File: src/hw/rtl/est_pkg.sv
// shared types and constants for the encoder scan trigger
// used by every module of the block, no dependencies
package est_pkg;

  localparam int CNT_W      = 32;  // encoder counter width
  localparam int POS_W      = 33;  // exact signed position
  localparam int DIST_W     = 35;  // signed distance between two positions
  localparam int DIV_W      = 34;  // magnitude of a distance, divider dividend
  localparam int STEP_W     = 16;
  localparam int COL_W      = 16;
  localparam int CHK_W      = 8;
  localparam int CFG_IDX_W  = 2;
  localparam int CFG_DATA_W = 32;

  localparam int DEF_COLUMN_LIMIT = 65535;
  localparam int DEF_QUEUE_DEPTH  = 2;

  // register indexes
  localparam logic [CFG_IDX_W-1:0] REG_REVERSE = 2'd0;
  localparam logic [CFG_IDX_W-1:0] REG_STEP    = 2'd1;
  localparam logic [CFG_IDX_W-1:0] REG_GLITCH  = 2'd2;
  localparam logic [CFG_IDX_W-1:0] REG_CHECK   = 2'd3;

  localparam logic [STEP_W-1:0] RST_STEP   = 16'd10;
  localparam logic [CNT_W-1:0]  RST_GLITCH = 32'd10000;
  localparam logic [CHK_W-1:0]  RST_CHECK  = 8'd100;

  typedef struct packed {
    logic              reverse;
    logic [STEP_W-1:0] step;     // never zero
    logic [CNT_W-1:0]  glitch;
    logic [CHK_W-1:0]  check;
  } cfg_t;

  typedef struct packed {
    logic                    restart;
    logic [CNT_W-1:0]        mag;   // |a - b|
    logic signed [POS_W-1:0] diff;  // a - b
  } item_t;

  typedef struct packed {
    logic [CNT_W-1:0]  position;
    logic [STEP_W-1:0] step_count;
    logic              step_backward;
    logic [COL_W-1:0]  column;
    logic              rejected;
  } res_t;

endpackage

File: src/hw/rtl/est_front.sv
// front stage: takes encoder words, drops invalid frames, forms a - b and |a - b|
// depends on est_pkg
module est_front (
  input  logic                  clk,
  input  logic                  rst_n,
  input  logic                  in_tvalid,
  output logic                  in_tready,
  input  logic [63:0]           in_tdata,   // count_a, count_b
  input  logic [1:0]            in_tuser,   // frame_valid, restart
  output logic                  q_valid,
  input  logic                  q_ready,
  output est_pkg::item_t        q_item
);

  logic                           valid_r;
  est_pkg::item_t                 item_r;
  logic [est_pkg::CNT_W-1:0]      cnt_a;
  logic [est_pkg::CNT_W-1:0]      cnt_b;
  logic signed [est_pkg::POS_W-1:0] diff;
  logic signed [est_pkg::POS_W-1:0] neg_diff;

  assign cnt_a    = in_tdata[31:0];
  assign cnt_b    = in_tdata[63:32];
  assign diff     = $signed({1'b0, cnt_a}) - $signed({1'b0, cnt_b});
  assign neg_diff = -diff;

  assign in_tready = !valid_r || q_ready;
  assign q_valid   = valid_r;
  assign q_item    = item_r;

  always_ff @(posedge clk) begin
    if (!rst_n) begin
      valid_r <= 1'b0;
    end else if (in_tready) begin
      // a frame with frame_valid low leaves no trace
      valid_r <= in_tvalid && in_tuser[0];
    end
  end

  always_ff @(posedge clk) begin
    if (in_tready && in_tvalid) begin
      item_r.restart <= in_tuser[1];
      item_r.diff    <= diff;
      item_r.mag     <= diff[est_pkg::POS_W-1] ? neg_diff[est_pkg::CNT_W-1:0]
                                               : diff[est_pkg::CNT_W-1:0];
    end
  end

endmodule

File: src/hw/rtl/est_queue.sv
// small fifo between the front stage and the step engine
// depends on est_pkg
module est_queue #(
  parameter int DEPTH = est_pkg::DEF_QUEUE_DEPTH
) (
  input  logic           clk,
  input  logic           rst_n,
  input  logic           wr_valid,
  output logic           wr_ready,
  input  est_pkg::item_t wr_item,
  output logic           rd_valid,
  input  logic           rd_ready,
  output est_pkg::item_t rd_item
);

  localparam int PTR_W = (DEPTH > 1) ? $clog2(DEPTH) : 1;
  localparam int CNT_W = $clog2(DEPTH + 1);

  est_pkg::item_t   mem [DEPTH];
  logic [PTR_W-1:0] wr_ptr_r, wr_ptr_nxt;
  logic [PTR_W-1:0] rd_ptr_r, rd_ptr_nxt;
  logic [CNT_W-1:0] count_r, count_nxt;
  logic             push;
  logic             pop;

  assign wr_ready = count_r != CNT_W'(DEPTH);
  assign rd_valid = count_r != '0;
  assign rd_item  = mem[rd_ptr_r];
  assign push     = wr_valid && wr_ready;
  assign pop      = rd_valid && rd_ready;

  always_comb begin
    wr_ptr_nxt = wr_ptr_r;
    rd_ptr_nxt = rd_ptr_r;
    count_nxt  = count_r;
    if (push) begin
      wr_ptr_nxt = (wr_ptr_r == PTR_W'(DEPTH - 1)) ? '0 : wr_ptr_r + 1'b1;
    end
    if (pop) begin
      rd_ptr_nxt = (rd_ptr_r == PTR_W'(DEPTH - 1)) ? '0 : rd_ptr_r + 1'b1;
    end
    if (push && !pop) begin
      count_nxt = count_r + 1'b1;
    end else if (pop && !push) begin
      count_nxt = count_r - 1'b1;
    end
  end

  always_ff @(posedge clk) begin
    if (!rst_n) begin
      wr_ptr_r <= '0;
      rd_ptr_r <= '0;
      count_r  <= '0;
    end else begin
      wr_ptr_r <= wr_ptr_nxt;
      rd_ptr_r <= rd_ptr_nxt;
      count_r  <= count_nxt;
    end
  end

  always_ff @(posedge clk) begin
    if (push) begin
      mem[wr_ptr_r] <= wr_item;
    end
  end

endmodule

File: src/hw/rtl/est_div.sv
// restoring divider, one quotient bit per cycle
// depends on est_pkg
module est_div (
  input  logic                       clk,
  input  logic                       rst_n,
  input  logic                       start,
  input  logic [est_pkg::DIV_W-1:0]  dividend,
  input  logic [est_pkg::STEP_W-1:0] divisor,
  output logic                       done,
  output logic [est_pkg::DIV_W-1:0]  quotient,
  output logic [est_pkg::STEP_W-1:0] remainder
);

  localparam int DW = est_pkg::DIV_W;
  localparam int SW = est_pkg::STEP_W;
  localparam int CW = $clog2(DW + 1);

  logic [DW-1:0] quo_r, quo_nxt;
  logic [SW-1:0] rem_r, rem_nxt;
  logic [SW-1:0] dvs_r;
  logic [CW-1:0] cnt_r, cnt_nxt;
  logic          run_r, run_nxt;
  logic          done_r, done_nxt;
  logic [SW+1:0] trial;
  logic          borrow;

  // shift in the next dividend bit and try the subtract
  assign trial  = {1'b0, rem_r, quo_r[DW-1]} - {2'b00, dvs_r};
  assign borrow = trial[SW+1];

  always_comb begin
    quo_nxt  = quo_r;
    rem_nxt  = rem_r;
    cnt_nxt  = cnt_r;
    run_nxt  = run_r;
    done_nxt = 1'b0;
    if (start) begin
      quo_nxt = dividend;
      rem_nxt = '0;
      cnt_nxt = CW'(DW);
      run_nxt = 1'b1;
    end else if (run_r) begin
      quo_nxt = {quo_r[DW-2:0], !borrow};
      rem_nxt = borrow ? {rem_r[SW-2:0], quo_r[DW-1]} : trial[SW-1:0];
      cnt_nxt = cnt_r - 1'b1;
      if (cnt_r == CW'(1)) begin
        run_nxt  = 1'b0;
        done_nxt = 1'b1;
      end
    end
  end

  always_ff @(posedge clk) begin
    if (!rst_n) begin
      run_r  <= 1'b0;
      done_r <= 1'b0;
      cnt_r  <= '0;
    end else begin
      run_r  <= run_nxt;
      done_r <= done_nxt;
      cnt_r  <= cnt_nxt;
    end
  end

  always_ff @(posedge clk) begin
    quo_r <= quo_nxt;
    rem_r <= rem_nxt;
    if (start) begin
      dvs_r <= divisor;
    end
  end

  assign done      = done_r;
  assign quotient  = quo_r;
  assign remainder = rem_r;

endmodule

File: src/hw/rtl/est_back.sv
// step engine: glitch check, trigger point tracking and column update, result register
// depends on est_pkg and est_div
module est_back #(
  parameter int COLUMN_LIMIT = est_pkg::DEF_COLUMN_LIMIT
) (
  input  logic           clk,
  input  logic           rst_n,
  input  est_pkg::cfg_t  cfg,
  input  logic           q_valid,
  output logic           q_ready,
  input  est_pkg::item_t q_item,
  output logic           res_valid,
  input  logic           res_ready,
  output est_pkg::res_t  res
);

  localparam int PW = est_pkg::POS_W;
  localparam int DW = est_pkg::DIST_W;
  localparam int QW = est_pkg::DIV_W;
  localparam int SW = est_pkg::STEP_W;
  localparam int CW = est_pkg::COL_W;
  localparam int KW = est_pkg::CHK_W;

  localparam logic [CW-1:0] LIM = (COLUMN_LIMIT > 65535) ? {CW{1'b1}} : CW'(COLUMN_LIMIT);

  localparam logic [2:0] ST_IDLE  = 3'd0;
  localparam logic [2:0] ST_EVAL  = 3'd1;
  localparam logic [2:0] ST_DIV   = 3'd2;
  localparam logic [2:0] ST_APPLY = 3'd3;
  localparam logic [2:0] ST_DONE  = 3'd4;

  logic [2:0]           state_r, state_nxt;
  logic                 first_r, first_nxt;
  logic [KW-1:0]        checked_r, checked_nxt;
  logic signed [PW-1:0] tp_r, tp_nxt;
  logic [CW-1:0]        col_r, col_nxt;
  logic signed [PW-1:0] pos_r, pos_nxt;
  logic                 fwd_r, fwd_nxt;
  est_pkg::res_t        stage_r, stage_nxt;
  est_pkg::res_t        out_r, out_nxt;
  logic                 out_valid_r, out_valid_nxt;

  logic                 cur_first;
  logic [KW-1:0]        cur_checked;
  logic signed [PW-1:0] cur_tp;
  logic [CW-1:0]        cur_col;
  logic                 checking;
  logic signed [DW-1:0] fdist;
  logic signed [DW-1:0] ndist;
  logic signed [DW-1:0] step_s;
  logic [CW-1:0]        room;
  logic                 div_start;
  logic [QW-1:0]        div_dividend;
  logic                 div_done;
  logic [QW-1:0]        quo;
  logic [SW-1:0]        rem;

  est_div u_div (
    .clk       (clk),
    .rst_n     (rst_n),
    .start     (div_start),
    .dividend  (div_dividend),
    .divisor   (cfg.step),
    .done      (div_done),
    .quotient  (quo),
    .remainder (rem)
  );

  // restart clears the scan before the frame is looked at
  assign cur_first   = q_item.restart || first_r;
  assign cur_checked = q_item.restart ? '0 : checked_r;
  assign cur_tp      = q_item.restart ? '0 : tp_r;
  assign cur_col     = q_item.restart ? '0 : col_r;
  assign checking    = cur_checked < cfg.check;

  assign fdist  = DW'(pos_r) - DW'(tp_r);
  assign ndist  = DW'(tp_r) - DW'(pos_r);
  assign step_s = $signed({{(DW-SW){1'b0}}, cfg.step});
  assign room   = (col_r >= LIM) ? '0 : LIM - col_r;

  always_comb begin
    state_nxt     = state_r;
    first_nxt     = first_r;
    checked_nxt   = checked_r;
    tp_nxt        = tp_r;
    col_nxt       = col_r;
    pos_nxt       = pos_r;
    fwd_nxt       = fwd_r;
    stage_nxt     = stage_r;
    out_nxt       = out_r;
    out_valid_nxt = out_valid_r && !res_ready;
    q_ready       = 1'b0;
    div_start     = 1'b0;
    div_dividend  = fdist[QW-1:0];

    unique case (state_r)
      ST_IDLE: begin
        if (q_valid) begin
          q_ready     = 1'b1;
          first_nxt   = cur_first;
          checked_nxt = cur_checked;
          tp_nxt      = cur_tp;
          col_nxt     = cur_col;
          pos_nxt     = cfg.reverse ? -q_item.diff : q_item.diff;
          stage_nxt.position      = '0;
          stage_nxt.step_count    = '0;
          stage_nxt.step_backward = 1'b0;
          stage_nxt.column        = cur_col;
          stage_nxt.rejected      = 1'b0;
          if (cur_first) begin
            first_nxt = 1'b0;
            state_nxt = ST_DONE;
          end else if (checking && (q_item.mag > cfg.glitch)) begin
            stage_nxt.rejected = 1'b1;
            state_nxt          = ST_DONE;
          end else begin
            if (checking) begin
              checked_nxt = cur_checked + 1'b1;
            end
            state_nxt = ST_EVAL;
          end
        end
      end
      ST_EVAL: begin
        stage_nxt.position = pos_r[est_pkg::CNT_W-1:0];
        if (fdist >= step_s) begin
          fwd_nxt      = 1'b1;
          div_start    = 1'b1;
          div_dividend = fdist[QW-1:0];
          state_nxt    = ST_DIV;
        end else if ((ndist >= step_s) && (col_r != '0)) begin
          fwd_nxt      = 1'b0;
          div_start    = 1'b1;
          div_dividend = ndist[QW-1:0];
          state_nxt    = ST_DIV;
        end else begin
          state_nxt = ST_DONE;
        end
      end
      ST_DIV: begin
        if (div_done) begin
          state_nxt = ST_APPLY;
        end
      end
      ST_APPLY: begin
        if (fwd_r) begin
          // column holds at its limit, step count still shows every step up to its all-ones maximum
          col_nxt = col_r + ((quo > QW'(room)) ? room : quo[CW-1:0]);
          stage_nxt.step_count = (quo > QW'({SW{1'b1}})) ? {SW{1'b1}} : quo[SW-1:0];
          tp_nxt  = pos_r - $signed({{(PW-SW){1'b0}}, rem});
        end else begin
          col_nxt = col_r - ((quo > QW'(col_r)) ? col_r : quo[CW-1:0]);
          stage_nxt.step_count = (quo > QW'(col_r)) ? col_r : quo[SW-1:0];
          stage_nxt.step_backward = 1'b1;
          tp_nxt  = pos_r + $signed({{(PW-SW){1'b0}}, rem});
        end
        stage_nxt.column = col_nxt;
        state_nxt        = ST_DONE;
      end
      ST_DONE: begin
        if (!out_valid_r || res_ready) begin
          out_nxt       = stage_r;
          out_valid_nxt = 1'b1;
          state_nxt     = ST_IDLE;
        end
      end
      default: begin
        state_nxt = ST_IDLE;
      end
    endcase
  end

  always_ff @(posedge clk) begin
    if (!rst_n) begin
      state_r     <= ST_IDLE;
      first_r     <= 1'b1;
      checked_r   <= '0;
      tp_r        <= '0;
      col_r       <= '0;
      out_valid_r <= 1'b0;
    end else begin
      state_r     <= state_nxt;
      first_r     <= first_nxt;
      checked_r   <= checked_nxt;
      tp_r        <= tp_nxt;
      col_r       <= col_nxt;
      out_valid_r <= out_valid_nxt;
    end
  end

  always_ff @(posedge clk) begin
    pos_r   <= pos_nxt;
    fwd_r   <= fwd_nxt;
    stage_r <= stage_nxt;
    out_r   <= out_nxt;
  end

  assign res_valid = out_valid_r;
  assign res       = out_r;

endmodule

File: src/hw/rtl/encoder_scan_trigger.sv
// top level of the encoder scan trigger: configuration registers and the three stages
// depends on est_pkg, est_front, est_queue, est_back
//
//   port group | dir | carries
//   in_*       | in  | encoder counters a and b, frame_valid and restart flags
//   out_*      | out | position, step count, column, step_backward and rejected flags
//   cfg_*      | in  | register writes, no read-back
//
// in the step engine a first or rejected frame goes from idle straight to done, one
// that takes no step passes through eval, and one that moves the trigger point also
// waits in div on the bit-serial divider, then reaches apply; while the queue has
// room, the front stage and the queue keep taking words while the engine works and
// while a result waits on out_tready; reset is synchronous and clears the scan state
// and the registers to their defaults; frames with frame_valid low produce nothing
module encoder_scan_trigger #(
  parameter int COLUMN_LIMIT = est_pkg::DEF_COLUMN_LIMIT,
  parameter int QUEUE_DEPTH  = est_pkg::DEF_QUEUE_DEPTH
) (
  input  logic                           clk,
  input  logic                           rst_n,
  input  logic                           in_tvalid,
  output logic                           in_tready,
  input  logic [63:0]                    in_tdata,   // count_a, count_b
  input  logic [1:0]                     in_tuser,   // frame_valid, restart
  output logic                           out_tvalid,
  input  logic                           out_tready,
  output logic [63:0]                    out_tdata,  // position, step_count, column
  output logic [1:0]                     out_tuser,  // step_backward, rejected
  input  logic                           cfg_we,
  input  logic [est_pkg::CFG_IDX_W-1:0]  cfg_index,
  input  logic [est_pkg::CFG_DATA_W-1:0] cfg_wdata
);

  est_pkg::cfg_t  cfg_r;
  logic           f_valid;
  logic           f_ready;
  est_pkg::item_t f_item;
  logic           q_valid;
  logic           q_ready;
  est_pkg::item_t q_item;
  est_pkg::res_t  res;

  always_ff @(posedge clk) begin
    if (!rst_n) begin
      cfg_r.reverse <= 1'b0;
      cfg_r.step    <= est_pkg::RST_STEP;
      cfg_r.glitch  <= est_pkg::RST_GLITCH;
      cfg_r.check   <= est_pkg::RST_CHECK;
    end else if (cfg_we) begin
      unique case (cfg_index)
        est_pkg::REG_REVERSE: cfg_r.reverse <= cfg_wdata[0];
        // a step size of zero counts as one
        est_pkg::REG_STEP:    cfg_r.step    <= (cfg_wdata[est_pkg::STEP_W-1:0] == '0) ?
                                               est_pkg::STEP_W'(1) :
                                               cfg_wdata[est_pkg::STEP_W-1:0];
        est_pkg::REG_GLITCH:  cfg_r.glitch  <= cfg_wdata[est_pkg::CNT_W-1:0];
        est_pkg::REG_CHECK:   cfg_r.check   <= cfg_wdata[est_pkg::CHK_W-1:0];
        default: begin
        end
      endcase
    end
  end

  est_front u_front (
    .clk       (clk),
    .rst_n     (rst_n),
    .in_tvalid (in_tvalid),
    .in_tready (in_tready),
    .in_tdata  (in_tdata),
    .in_tuser  (in_tuser),
    .q_valid   (f_valid),
    .q_ready   (f_ready),
    .q_item    (f_item)
  );

  est_queue #(
    .DEPTH (QUEUE_DEPTH)
  ) u_queue (
    .clk      (clk),
    .rst_n    (rst_n),
    .wr_valid (f_valid),
    .wr_ready (f_ready),
    .wr_item  (f_item),
    .rd_valid (q_valid),
    .rd_ready (q_ready),
    .rd_item  (q_item)
  );

  est_back #(
    .COLUMN_LIMIT (COLUMN_LIMIT)
  ) u_back (
    .clk       (clk),
    .rst_n     (rst_n),
    .cfg       (cfg_r),
    .q_valid   (q_valid),
    .q_ready   (q_ready),
    .q_item    (q_item),
    .res_valid (out_tvalid),
    .res_ready (out_tready),
    .res       (res)
  );

  assign out_tdata = {res.column, res.step_count, res.position};
  assign out_tuser = {res.rejected, res.step_backward};

endmodule

File: config.mk
export PLATFORM = sky130hd
export DESIGN_NAME = encoder_scan_trigger
export DESIGN_NICKNAME = d
export VERILOG_FILES = /design/src/hw/rtl/est_pkg.sv /design/src/hw/rtl/est_front.sv /design/src/hw/rtl/est_queue.sv /design/src/hw/rtl/est_div.sv /design/src/hw/rtl/est_back.sv /design/src/hw/rtl/encoder_scan_trigger.sv
export SDC_FILE = /design/constraint.sdc
export NUM_CORES = 1
export LEC_CHECK = 0
export CAP_MARGIN = 20
export CORE_AREA = 2 2 456 232
export DETAILED_ROUTE_END_ITERATION = 12
export DIE_AREA = 0 0 458 234
export DONT_BUFFER_PORTS = 1
export PLACE_DENSITY_LB_ADDON = 0.15
export RECOVER_POWER = 25
export SETUP_SLACK_MARGIN = 0.02
export SKIP_LAST_GASP = 1
export SYNTH_ARGS = -nofsm -noshare
export SYNTH_HDL_FRONTEND = slang
export SYNTH_HIERARCHICAL = 1
export SYNTH_SLANG_ARGS = --single-unit
File: constraint.sdc
create_clock -name clk -period 6.7 [get_ports clk]
set_input_delay 0 -clock clk [delete_from_list [all_inputs] [get_ports clk]]
set_output_delay 0 -clock clk [all_outputs]
set_load 0.02 [all_outputs]
; ---- Yosys cells after proc, flatten, opt, wreduce, memory -nomap -nowiden
; Memory sizes are Yosys's and may differ from the RTL's. A register that Yosys moved wholly into a read port is not among the register bits.
; Cells that the tools add are included.
[word_totals]
register_bits = 430
inputBits = 105
memories = 1
ram_bits = 132
out_inout_bits = 68
[classes]
n_reduce_logical = 42
mux = 62
n_bitwise = 2
n_addsub = 17
magnitude_cmp = 8
eq_ne = 14
[mem_list]
columns = name, words, width, read_ports, rd_ports_with_merged_regs, write_ports, line
row1 = u_queue.mem, 2, 66, 1, 1, 1, est_queue.sv:19  ; est_pkg::item_t mem [DEPTH];
[op_table]
columns = operator, count
row1 = $mux 34, 5
row2 = $mux 16, 10
row3 = $mux 33, 4
row4 = $pmux 33 s2, 2
row5 = $ge 35x17->1, 2
row6 = $gt 34x16->1, 2
row7 = $sub 33x33->34, 2
row8 = $mux 66, 1
row9 = $pmux 32 s2, 1
row10 = $gt 34x16->1 const B, 1
row11 = $add 33x17->33, 1
row12 = $neg 33->33, 1
row13 = $sub 32x32->33, 1
row14 = $sub 33x17->33, 1
row15 = $gt 32x32->1, 1
row16 = $mux 32, 1
row17 = $mux 8, 4
row18 = $neg 32->32, 1
row19 = $pmux 16 s2, 1
row20 = $mux 1, 21
row21 = $mux 3, 7
row22 = $reduce_and 2->1, 9
row23 = $sub 17x16->18, 1
row24 = $add 16x16->16, 1
row25 = other kinds (32), 64

; ---- Longest topological paths before layout
[logic_depth]
depth_word = 7
mapped_depth = 33

; ---- Cells and area by module
; Netlist, hierarchy kept.
[by_module_without_submodules]
columns = module, area_each_um2, seq_area_each_um2, n_inst, cells_each
row1 = est_back, 19727.7, 6226.0, 1, 2297
row2 = est_queue, 5012.3, 4063.9, 1, 229
row3 = est_front, 4937.2, 1971.9, 1, 513
row4 = est_div, 4042.6, 1981.9, 1, 349
row5 = encoder_scan_trigger, 2173.3, 1141.1, 1, 256

; ---- Worst setup path after synthesis
; Ideal clock, no wire load.
[synth_path]
path_kind = reg2reg
from = reg u_back.col_r[10]
to = reg u_back/stage_r[15] in the netlist's numbering, data pin
path_stages_with_launch = 32
setup_slack_ps = 287
t_arrival_ps = 6153
path_cell_list = dfxtp_1 -> clkbuf_1 -> inv_1 -> ha_1 -> nand4_1 -> or2_2 -> o221ai_1 -> nand3_1 -> a31oi_1 -> buf_2 -> clkbuf_1 -> clkbuf_1 -> buf_2 -> mux2i_1 -> ha_1 -> inv_1 -> nand2_1 -> a21oi_1 -> a21oi_1 -> o21ai_0 -> ha_1 -> a21o_1 -> a21oi_1 -> o21ai_0 -> a21o_1 -> a21o_1 -> a21o_1 -> a21o_1 -> a2111oi_0 -> nand2b_1 -> mux2i_1 -> nand2_1
[synth_lines]
columns = item, line
row1 = from (decl), est_back.sv:36  ; logic [CW-1:0] col_r, col_nxt;
row2 = from (signal assigned), est_back.sv:186  ; col_r <= col_nxt;
row3 = to (signal assigned), est_back.sv:194  ; stage_r <= stage_nxt;
row4 = to (decl), est_back.sv:39  ; est_pkg::res_t stage_r, stage_nxt;

; ---- Worst setup path after layout
[layout_path]
from = reg u_back.pos_r[4]
to = reg u_back.u_div.quo_r[4], in the netlist u_back/u_div/quotient[4], data pin
[layout_via]
elab_chain_cells = 7
[layout_lines]
columns = item, line
row1 = from (decl), est_back.sv:37  ; logic signed [PW-1:0] pos_r, pos_nxt;
row2 = from (signal assigned), est_back.sv:192  ; pos_r <= pos_nxt;
row3 = $sub 33x33->34, est_back.sv:77  ; assign ndist = DW'(tp_r) - DW'(pos_r);
row4 = $ge 35x17->1, est_back.sv:131  ; end else if ((ndist >= step_s) && (col_r != '0)) begin
row5 = $logic_and 1x1->1, est_back.sv:131
row6 = $mux 34, est_back.sv:131
row7 = $mux 34, est_back.sv:126  ; if (fdist >= step_s) begin
row8 = $mux 34 *, est_back.sv:96  ; unique case (state_r)
row9 = via u_back.div_dividend[4], est_back.sv:53  ; logic [QW-1:0] div_dividend;
row10 = $mux 34 *, est_div.sv:37  ; if (start) begin
row11 = via u_back.u_div.quo_nxt[4], est_div.sv:18  ; logic [DW-1:0] quo_r, quo_nxt;
row12 = to (signal assigned), est_div.sv:66  ; quo_r <= quo_nxt;
row13 = to (decl), est_div.sv:18
; The timed path passes the listed nets; every way through them passes the cells marked *.
; A chain may end at the register's enable or synchronous reset.

==> flow_summary.json <==
{
  "status": "finished, violations left",
  "violations": "capacitance limit, slew limit",
  "vias": 28400,
  "avgSynthCellArea_um2": 9.85,
  "place_area_um2": 37300,
  "grt_max_degree": 87,
  "max-clock-path-buffers": 3,
  "floorplan.rows": 84,
  "cts_made_buffers": 56,
  "clkPwrFrac": 0.288,
  "power_switching_mw": 4.26,
  "synthDistinctLibCells": 120,
  "core_um2": 104000,
  "async_flop_share": 0,
  "final_net_count": 4094,
  "ys.flop_type": "edfxtp_1",
  "instances_no_fill": 5134,
  "cts.sinks": 562,
  "grt_use_total": 0.215,
  "p_int_mw": 7.49,
  "yosysWarnings": 6,
  "p_leak_nw": 15.3,
  "power_density_nw_per_um2": 291,
  "fmax_ghz": 0.153,
  "critPathKind": "flop to flop",
  "antenna_found_initial": 11,
  "seqPwrFrac": 0.401,
  "drv_slew": 35,
  "synth_seq_cells": 562,
  "hold_class": "input port to flop",
  "cp-start-kind": "flop",
  "io_pins": 173,
  "worst_pin_slew_ns": 1.72,
  "drive_above_1_share": 0.105,
  "worstPathArrival_ns": 6.93,
  "vias_per_cell": 5.53,
  "synth_enable_flop_cells": 413,
  "fin_crit_sh": 0.974,
  "crit_slowest_cell": "a2111oi_1",
  "rsz0062_at_grt": "true",
  "drt-total-wl_um": 118000,
  "syn-instance-count": 3644,
  "relSlewSlack": -0.148,
  "slowest_delay_ns": 0.62,
  "antenna_left": 0,
  "synthesis.area_um2": 35900,
  "wire_per_inst_um": 22.9,
  "place_congestion": 0.963,
  "crit_required_ns": 7.10,
  "critPathMaxFanout": 17,
  "cts_tree": "done",
  "drt-pass1-iter-count": 6,
  "clockRootBuffer": "clkbuf_16",
  "synth_nets": 4031,
  "clkSlewWorstSetupHoldPaths_ns": 0.07,
  "die_y_um": 234,
  "fin_crit_ns": 6.53,
  "fin_util": 0.389,
  "finalHoldViolations": 0,
  "finalSetupTns_ns": 0,
  "portBuffers": 0,
  "h-tree-depth": 2,
  "die_area_um2": 107000,
  "yosys-top-cells-area": "edfxtp_1 35%, ha_1 9.6%, dfxtp_1 8.3%",
  "hpwl_um": 89800,
  "fp.dieW_um": 458,
  "grt_pass1_wl_um": 174000,
  "synth_area_leader_cell": "edfxtp_1",
  "start_util": 0.346,
  "grt_pass1_vias": 25900,
  "setup_viol": 0,
  "yosysMostFrequentCell": "edfxtp_1",
  "synth_seq_area_share": 0.429,
  "crit_path_end_kind": "flop",
  "crit_chain": "ha_1 -> o21ai_0 -> o21ai_1 -> nand2_1 -> xnor2_1 -> ha_1 -> a21o_1 -> a2111oi_1 -> a2111oi_0 -> buf_4 -> nor4_1 -> o2111a_1 -> nand4_1 -> or4b_4 -> o211a_4 -> nand2_4 -> mux2_2 -> mux2_2",
  "ir_drop_uv": 195,
  "max_cap_viol_count": 1,
  "synth_commonest_cells": "413 x edfxtp_1, 347 x nand2_1, 276 x ha_1",
  "finalClockSkew_ns": 0.0402,
  "place_inst": 4920,
  "clk_latency_ns": 0.67,
  "post_cts_buffers": 0,
  "synth_top_area_share": 0.346,
  "area_growth_pct": 12.4,
  "swShare": 0.363,
  "dr.first_iter.drc_count": 3465,
  "drc": 0,
  "p_total_mw": 11.7,
  "combPwrFrac": 0.311,
  "overflow": 0,
  "stdcell_area_um2": 40300
}
-- cell usage in the layout, fill, tap and decap left out, types with 26 or more instances in the layout --
cell type,n
a21o_1,77
mux2_2,119
nand2_1,346
o21ai_0,185
ha_1,276
o21a_1,34
dlygate4sd3_1,102
o211ai_1,26
a22oi_1,29
nor2b_1,36
edfxtp_1,413
nor4_1,34
xor2_1,59
clkbuf_16,57
mux2i_1,31
a21oi_1,253
dfxtp_1,148
buf_4,72
nand2b_1,45
a21boi_0,52
inv_1,256
nor2_1,244
a211oi_1,36
and2_1,26
xnor2_1,127
nand3_1,83
nor3_1,57
nand4_1,57
-- through the flow --
stage / worst slack, ns / hold slack [ns]
6_report: 0.175 / 0.0485
5_1_grt: 0.00886 / 0.0389
4_1_cts: 0.316 / 0.000994
3_5_place_dp: 0.334 / 0.0989
3_3_place_gp: 0.341 / 0.0989
2_1_floorplan: 0.287 / 0.0989
-- metal layers --
metal  track usage  vias to the layer above  share of wire
li1              -                    13500              -
met1         0.378                    13800           0.56
met2         0.239                     1089           0.32
met3        0.0590                       99          0.099
met4        0.0384                        2          0.015
met5             0                        -       0.000094
-- cell type report --
| cell class | count | area, µm² |
|---|---|---|
| well taps | 1376 | 1720 |
| multi-input cells | 2646 | 18600 |
| flip-flops and latches | 562 | 15400 |
| fillers | 10300 | 63300 |
| clock inverters | 39 | 448 |
| diodes | 3 | 7.51 |
| repair buffers | 181 | 1690 |
| clock buffers | 67 | 1470 |
| inverters | 260 | 976 |
-- cell families (layout without fill, tap and decap cells) --
family | Yosys count | in the layout | share of synthesized area
buffers and inverters | 436 | 547 | 0.0529
AO/OA/AOI/OAI | 957 | 957 | 0.180
multiplexers | 155 | 155 | 0.0481
AND/OR/NAND/NOR | 1066 | 1066 | 0.145
flip-flops | 562 | 562 | 0.429
XOR/XNOR | 186 | 186 | 0.0454
other | 0 | 3 | 0
adder cells (fa/ha/maj) | 282 | 282 | 0.0996
-- worst paths after layout --
kind	end	startpoint	cells after the start	slack [ns]
worst min-delay path	cfg_r[24]$_SDFFE_PN0P_	cfg_wdata[16]	3	0.05
worst max register to register	u_back/u_div/quotient[4]$_DFFE_PP_	u_back/pos_r[4]$_DFFE_PP_	18	0.17
worst max-delay path	u_back/u_div/quotient[4]$_DFFE_PP_	u_back/pos_r[4]$_DFFE_PP_	18	0.17
worst min register to register	u_back/res[0]$_DFFE_PP_	u_back/stage_r[0]$_SDFFCE_PP0P_	0	0.39
-- sequential cells by signal (all words and copies together), names as in the netlist, 2 cells and up, named ones only --
signal	count
u_back/u_div/dvs_r	16
u_back/res	66
cfg_r	57
u_back/u_div/quotient	34
u_back/checked_r	8
u_back/u_div/remainder	16
u_back/pos_r	33
u_back/col_r	16
u_queue/count_r	2
u_queue/mem	132
u_back/tp_r	33
u_back/u_div/cnt_r	6
u_back/state_r	3
u_front/q_item	65
u_back/stage_r	66
-- worst max-delay path, delay by kind of cell, from the launching register on --
family,cells,cell delay [ns]
xor gates and xnor gates,1,0.31
DFF,1,0.45
AOI/OAI and AO/OA,7,2.36
and+or+nand+nor,5,1.46
buffers and inverters,1,0.22
muxes,2,0.63
adders and majority gates,2,0.80
-- repair_timing --
item	in CTS	in global routing
endpoints found under the hold margin	147	0
setup endpoints to repair	0	22
resized for setup	0	2
hold buffers	103	0
-- power groups by stage --
stage               combinational (mW)  clock (mW)  sequential, mW
floorplan                         2.55           0            4.58
global placement                  3.47           0            4.78
detailed placement                3.46           0            4.77
CTS                               3.56        3.49            4.71
global route                      3.99        3.61            4.75
finish                            3.66        3.38            4.71
(Power assumes the default switching activity.)
